==> config.mk <==
export PLATFORM = sky130hd
export DESIGN_NAME = ams_ctrl
export DESIGN_NICKNAME = d
export VERILOG_FILES = /design/src/rtl/ams_pkg.sv /design/src/rtl/ams_ctrl.sv
export SDC_FILE = /design/constraint.sdc
export NUM_CORES = 1
export LEC_CHECK = 0
export BUFFER_PORTS_ARGS = -buffer_cell sky130_fd_sc_hd__buf_2
export CORE_AREA = 10 10 47 49
export DETAILED_ROUTE_END_ITERATION = 12
export DIE_AREA = 0 0 57 59
export PLACE_DENSITY = 0.66
export SETUP_SLACK_MARGIN = 0.15
export SYNTH_ARGS = -nofsm -noshare
export SYNTH_HDL_FRONTEND = slang
export SYNTH_SLANG_ARGS = --single-unit
==> constraint.sdc <==
create_clock -name aclk -period 1.65 [get_ports aclk]
set_input_delay 0.2475 -clock aclk [delete_from_list [all_inputs] [get_ports aclk]]
set_output_delay 0.2475 -clock aclk [all_outputs]
set_load 0.05 [all_outputs]
==> src/rtl/ams_pkg.sv <==
// Shared types, constants and defaults for the adjacency matrix store.
package ams_pkg;

    localparam int MAX_VERTICES_DEF = 16;
    localparam int WEIGHT_BITS_DEF  = 16;

    localparam int REQ_W  = 2;
    localparam int VTX_W  = 5;
    localparam int WIN_W  = 16;
    localparam int STAT_W = 2;
    localparam int TOT_W  = 5;

    localparam int S_TDATA_W = 32;
    localparam int M_TDATA_W = 24;

    typedef enum logic [REQ_W-1:0] {
        REQ_INSERT = 2'd0,
        REQ_DELETE = 2'd1,
        REQ_EDGE   = 2'd2,
        REQ_READ   = 2'd3
    } req_t;

    typedef enum logic [STAT_W-1:0] {
        ST_OK    = 2'd0,
        ST_FULL  = 2'd1,
        ST_RANGE = 2'd2
    } status_t;

    typedef enum logic [3:0] {
        S_IDLE,
        S_DECIDE,
        S_CLEAR,
        S_ROWS,
        S_DRAIN,
        S_COLS,
        S_EDGE_A,
        S_EDGE_B,
        S_READ,
        S_FINISH
    } state_t;

    typedef struct packed {
        logic load;
        logic decide;
        logic clr_step;
        logic row_step;
        logic col_init;
        logic col_step;
        logic edge_a;
        logic edge_b;
        logic rd;
        logic push;
    } cmd_t;

    typedef struct packed {
        req_t req;
        logic ok;
        logic no_shift;
        logic clr_last;
        logic loop_last;
        logic out_free;
    } stat_t;

endpackage

==> src/rtl/ams_ctrl.sv <==
// Controller state machine that sequences each request through the datapath.
module ams_ctrl (
    input  logic          aclk,
    input  logic          aresetn,
    input  logic          s_tvalid,
    output logic          s_tready,
    input  ams_pkg::stat_t st,
    output ams_pkg::cmd_t  cmd
);

    ams_pkg::state_t state_reg;
    ams_pkg::state_t state_next;

    always_ff @(posedge aclk) begin
        if (!aresetn) begin
            state_reg <= ams_pkg::S_IDLE;
        end else begin
            state_reg <= state_next;
        end
    end

    always_comb begin
        state_next = state_reg;
        case (state_reg)
            ams_pkg::S_IDLE: begin
                if (s_tvalid) begin
                    state_next = ams_pkg::S_DECIDE;
                end
            end
            ams_pkg::S_DECIDE: begin
                if (!st.ok) begin
                    state_next = ams_pkg::S_FINISH;
                end else begin
                    case (st.req)
                        ams_pkg::REQ_INSERT: state_next = ams_pkg::S_CLEAR;
                        ams_pkg::REQ_DELETE: begin
                            state_next = st.no_shift ? ams_pkg::S_FINISH : ams_pkg::S_ROWS;
                        end
                        ams_pkg::REQ_EDGE:   state_next = ams_pkg::S_EDGE_A;
                        ams_pkg::REQ_READ:   state_next = ams_pkg::S_READ;
                        default:             state_next = ams_pkg::S_FINISH;
                    endcase
                end
            end
            ams_pkg::S_CLEAR: begin
                if (st.clr_last) begin
                    state_next = ams_pkg::S_FINISH;
                end
            end
            ams_pkg::S_ROWS: begin
                if (st.loop_last) begin
                    state_next = ams_pkg::S_DRAIN;
                end
            end
            ams_pkg::S_DRAIN:  state_next = ams_pkg::S_COLS;
            ams_pkg::S_COLS: begin
                if (st.loop_last) begin
                    state_next = ams_pkg::S_FINISH;
                end
            end
            ams_pkg::S_EDGE_A: state_next = ams_pkg::S_EDGE_B;
            ams_pkg::S_EDGE_B: state_next = ams_pkg::S_FINISH;
            ams_pkg::S_READ:   state_next = ams_pkg::S_FINISH;
            ams_pkg::S_FINISH: begin
                if (st.out_free) begin
                    state_next = ams_pkg::S_IDLE;
                end
            end
            default: state_next = ams_pkg::S_IDLE;
        endcase
    end

    always_comb begin
        cmd      = '0;
        s_tready = 1'b0;
        case (state_reg)
            ams_pkg::S_IDLE: begin
                s_tready = 1'b1;
                cmd.load = s_tvalid;
            end
            ams_pkg::S_DECIDE: cmd.decide   = 1'b1;
            ams_pkg::S_CLEAR:  cmd.clr_step = 1'b1;
            ams_pkg::S_ROWS:   cmd.row_step = 1'b1;
            ams_pkg::S_DRAIN:  cmd.col_init = 1'b1;
            ams_pkg::S_COLS:   cmd.col_step = 1'b1;
            ams_pkg::S_EDGE_A: cmd.edge_a   = 1'b1;
            ams_pkg::S_EDGE_B: cmd.edge_b   = 1'b1;
            ams_pkg::S_READ:   cmd.rd       = 1'b1;
            ams_pkg::S_FINISH: cmd.push     = st.out_free;
            default: begin
                cmd = '0;
            end
        endcase
    end

endmodule

# == After elaboration in Yosys (flattened, before gate mapping) ==
# Cells that the tools add are included.
# classes
n_eq_ne,17
mux,20
reduce_logical,4
# op_table
cell,count
4-bit case mux with 9 select lines,1
4-bit two-way mux,7
"4-bit by 3-bit equality test with 1-bit output, second input constant",4
4-bit case mux with 4 select lines,1
1-bit two-way mux,11
"2-bit inequality test, second input constant",5
"4-bit by 2-bit equality test with 1-bit output, second input constant",2
"4-bit equality test, second input constant",2
5-bit AND reduction,1
"2-bit equality test, second input constant",2
"4-bit by 1-bit equality test with 1-bit output, second input constant",1
4-bit zero test,1
"2-bit by 1-bit equality test with 1-bit output, second input constant",1
2-bit zero test,1
2-bit OR reduction,1
# word_totals
inputBits,10
regBits,4

# == Logic depth before layout (Yosys ltp) ==
# logic_depth
ltp_word,4
depth_mapped,6
mapped_depth_nobuf,5

# == Worst setup path before layout ==
# No wires, ideal clock.
# synth_path
kind,reg2out
from,register state_reg[2]
to,output cmd[9] in the netlist's numbering
path_stages_with_launch,4
slack_ns,-1.267
path_buffers,1
arrival_ns,2.670
required_ns,1.402
path_cell_list,dfxtp_1 -> buf_2 -> nor4_1 -> and2_1
# synth_lines
item,line,text
"start, declared",ams_ctrl.sv:11,ams_pkg::state_t state_reg;
"start signal, assigned",ams_ctrl.sv:16,state_reg <= ams_pkg::S_IDLE;
"start signal, assigned",ams_ctrl.sv:18,state_reg <= state_next;
"end, declared",ams_ctrl.sv:8,output ams_pkg::cmd_t cmd

==> results.sh <==
export IMPL_grt_first_pass_wirelength_um=2670
export IMPL_gp_congestion=0.863
export IMPL_r2r_slack_ps=130
export IMPL_fin_setup_tns_ps=0
export IMPL_netlist_area_leader_share_pct=19.0
export IMPL_grt_ovfl_total=0
export IMPL_hold_buffers=0
export IMPL_cp_num_buf_inv=2
export IMPL_viasPerCell=5.10
export IMPL_placed_cell_area_sq_um=617
export IMPL_rsz0062_at_grt="true"
export IMPL_h_tree_depth=1
export IMPL_ios=21
export IMPL_drv_slew=0
export IMPL_wl_um=1780
export IMPL_diodes=0
export IMPL_p_leak_nw=0.419
export IMPL_dieArea_sq_um=3360
export IMPL_crit_type="reg -> out"
export IMPL_yosysTopAreaCell="dfxtp_1"
export IMPL_syn_area_sq_um=420
export IMPL_setup_viol=0
export IMPL_max_stage_delay_ps=350
export IMPL_async_flop_share_pct=0
export IMPL_synth_seq_cells=4
export IMPL_cap_violations=0
export IMPL_worst_ir_drop_vdd_mv=0.736
export IMPL_synth_edf_count=0
export IMPL_fmax_ghz=0.646
export IMPL_holdWs_ps=261
export IMPL_grt_start_max_net_pins=10
export IMPL_worst_hold_path_num_cells=2
export IMPL_start_util_pct=30.0
export IMPL_drt_pass1_iterations=5
export IMPL_fin_crit_ps=1550
export IMPL_synth_distinct_cells=24
export IMPL_fp_dieW_um=57
export IMPL_synth_area_top_cells="dfxtp_1 (19%), nor2_1 (7.1%), nand2b_1 (6.0%)"
export IMPL_synth_ff_type="dfxtp_1"
export IMPL_core_area_sq_um=1400
export IMPL_r2r_cells=6
export IMPL_vias=602
export IMPL_synth_top_cells_by_count="nor2_1 (8), nand2_1 (6), nor3_1 (5), o21ai_0 (5)"
export IMPL_cts_root_buf="clkbuf_4"
export IMPL_total_power_w=0.00102
export IMPL_dp_hpwl_um=1070
export IMPL_ys_seq_area_share_pct=19.0
export IMPL_finalClockSkew_ps=6.15
export IMPL_layout_drive_gt1_share_pct=68.6
export IMPL_powerDensity_nw_per_um2=1120
export IMPL_slew_headroom_pct=75.5
export IMPL_final_hold_viol_count=0
export IMPL_worstReg2RegStart="state_reg[0]$_SDFFE_PN0P_"
export IMPL_critical_path_top_delay_family="simple AND/OR/NAND/NOR gates"
export IMPL_required_ps=1400
export IMPL_syn_nets=72
export IMPL_fin_nets=114
export IMPL_cts_buffers=3
export IMPL_syn_to_final_growth_pct=117
export IMPL_num_rows=14
export IMPL_crit_top_cell="buf_8"
export IMPL_path_clk_slew_ps=40
export IMPL_end_kind="output pin"
export IMPL_finalInstanceArea_sq_um=913
export IMPL_dp_cells=101
export IMPL_routedWlPerCell_um=15.1
export IMPL_drc=0
export IMPL_yosysMostFrequentCell="nor2_1"
export IMPL_arrival_ps=1300
export IMPL_crit_path_start_kind="flip-flop"
export IMPL_grt_pass1_vias=584
export IMPL_reg2reg_to="state_reg[0]$_SDFFE_PN0P_"
export IMPL_largest_reg_flops=4
export IMPL_hold_path_end="state_reg[3]$_SDFFE_PN0P_"
export IMPL_antenna_found_initial=0
export IMPL_clk_latency_ps=240
export IMPL_fp_dieH_um=59
export IMPL_clock_sinks=4
export IMPL_period_share_pct=93.9
export IMPL_drt_initial_drc_count=15
export IMPL_status="finished clean"
export IMPL_worst_pin_slew_ps=362
export IMPL_ant_nets=0
export IMPL_hp_class="in -> reg"
export IMPL_track_usage_pct=9.63
export IMPL_yosys_warnings=0
export IMPL_cts_buffer_depth=2
export IMPL_crit_fanout=6
export IMPL_synthCells=62
export IMPL_crit_chain="buf_8 -> nor4_4 -> and2_4 -> buf_8"
export IMPL_port_buffers=20
export IMPL_nFillCells=118
export IMPL_cts_tree="yes"
export IMPL_layoutNonFillerInstCount=118
export IMPL_cp_slowest_cell="dfxtp_4"
export IMPL_min_from="aresetn"
export IMPL_avgSynthCellArea_sq_um=6.78
## final cells by class
class                           count  area, sq um  area share (%)
Tap cell                           16         20.0            2.19
Inverter                            3         11.3            1.23
Sequential cell                     4         95.1            10.4
Timing Repair Buffer               41          339            37.1
Multi-Input combinational cell     51          425            46.6
Clock buffer                        3         22.5            2.47
## logic make-up (layout without fill, tap and decap cells)
group | Yosys count | in the layout | share of synthesized area [%]
and+or+nand+nor | 33 | 33 | 41.1
AOI/OAI and AO/OA | 17 | 17 | 29.2
buffers and inverters | 7 | 47 | 8.04
DFF | 4 | 4 | 19.0
muxes | 1 | 1 | 2.68
## placed cells by master, fill, tap and decap left out, types with 2 or more instances in the layout
master     n
clkbuf_4   3
buf_2     10
buf_6      7
nand2_1    4
nor3_4     2
inv_1      2
nand2b_1   2
a21oi_1    2
a211o_1    2
a21boi_1   3
nor2_2     3
dfxtp_4    4
buf_4     20
nor2b_1    2
buf_8      4
nor2b_4    2
nand2_2    2
nor2_1     4
nor3_2     3
o21ai_0    5
## layer usage
metal  track usage, %  vias to the layer above  share of wire (%)
met5                0                        -                  0
li1                 -                      301                  -
met4             5.03                        0               0.22
met3             2.58                        2                4.5
met1             10.7                      280                 42
met2             16.4                       19                 53
## where the power goes
group	switching, W	internal, W	total, W
clock network	0.0000409	0.0000814	0.000122
logic	0.000376	0.000369	0.000745
registers	0.0000325	0.000122	0.000155
## through the flow
stage | setup slack (ps) | utilization [%]
3_3_place_gp | 135 | 44.0
6_report | 101 | 65.2
4_1_cts | 87.5 | 54.3
3_5_place_dp | 146 | 44.0
5_1_grt | 24.7 | 65.2
2_1_floorplan | -200 | -
## worst max path at each step
stage                                    startpoint                        end  slack [ps]  cells after the start
final                     state_reg[0]$_SDFFE_PN0P_                     cmd[9]         100                      4
after global placement    state_reg[0]$_SDFFE_PN0P_  state_reg[0]$_SDFFE_PN0P_         140                      5
after CTS                 state_reg[1]$_SDFFE_PN0P_                     cmd[9]          90                      4
after detailed placement  state_reg[0]$_SDFFE_PN0P_  state_reg[0]$_SDFFE_PN0P_         150                      5
after global routing      state_reg[0]$_SDFFE_PN0P_                     cmd[9]          20                      4
after floorplan           state_reg[0]$_SDFFE_PN0P_                     cmd[9]        -200                      3
## repair_timing
item                                    CTS  global route
gates resized for setup                  36            14
setup buffers                             2            12
endpoints found under the setup margin   12            12
pin swaps                                 4             6
(Power assumes the default switching activity.)
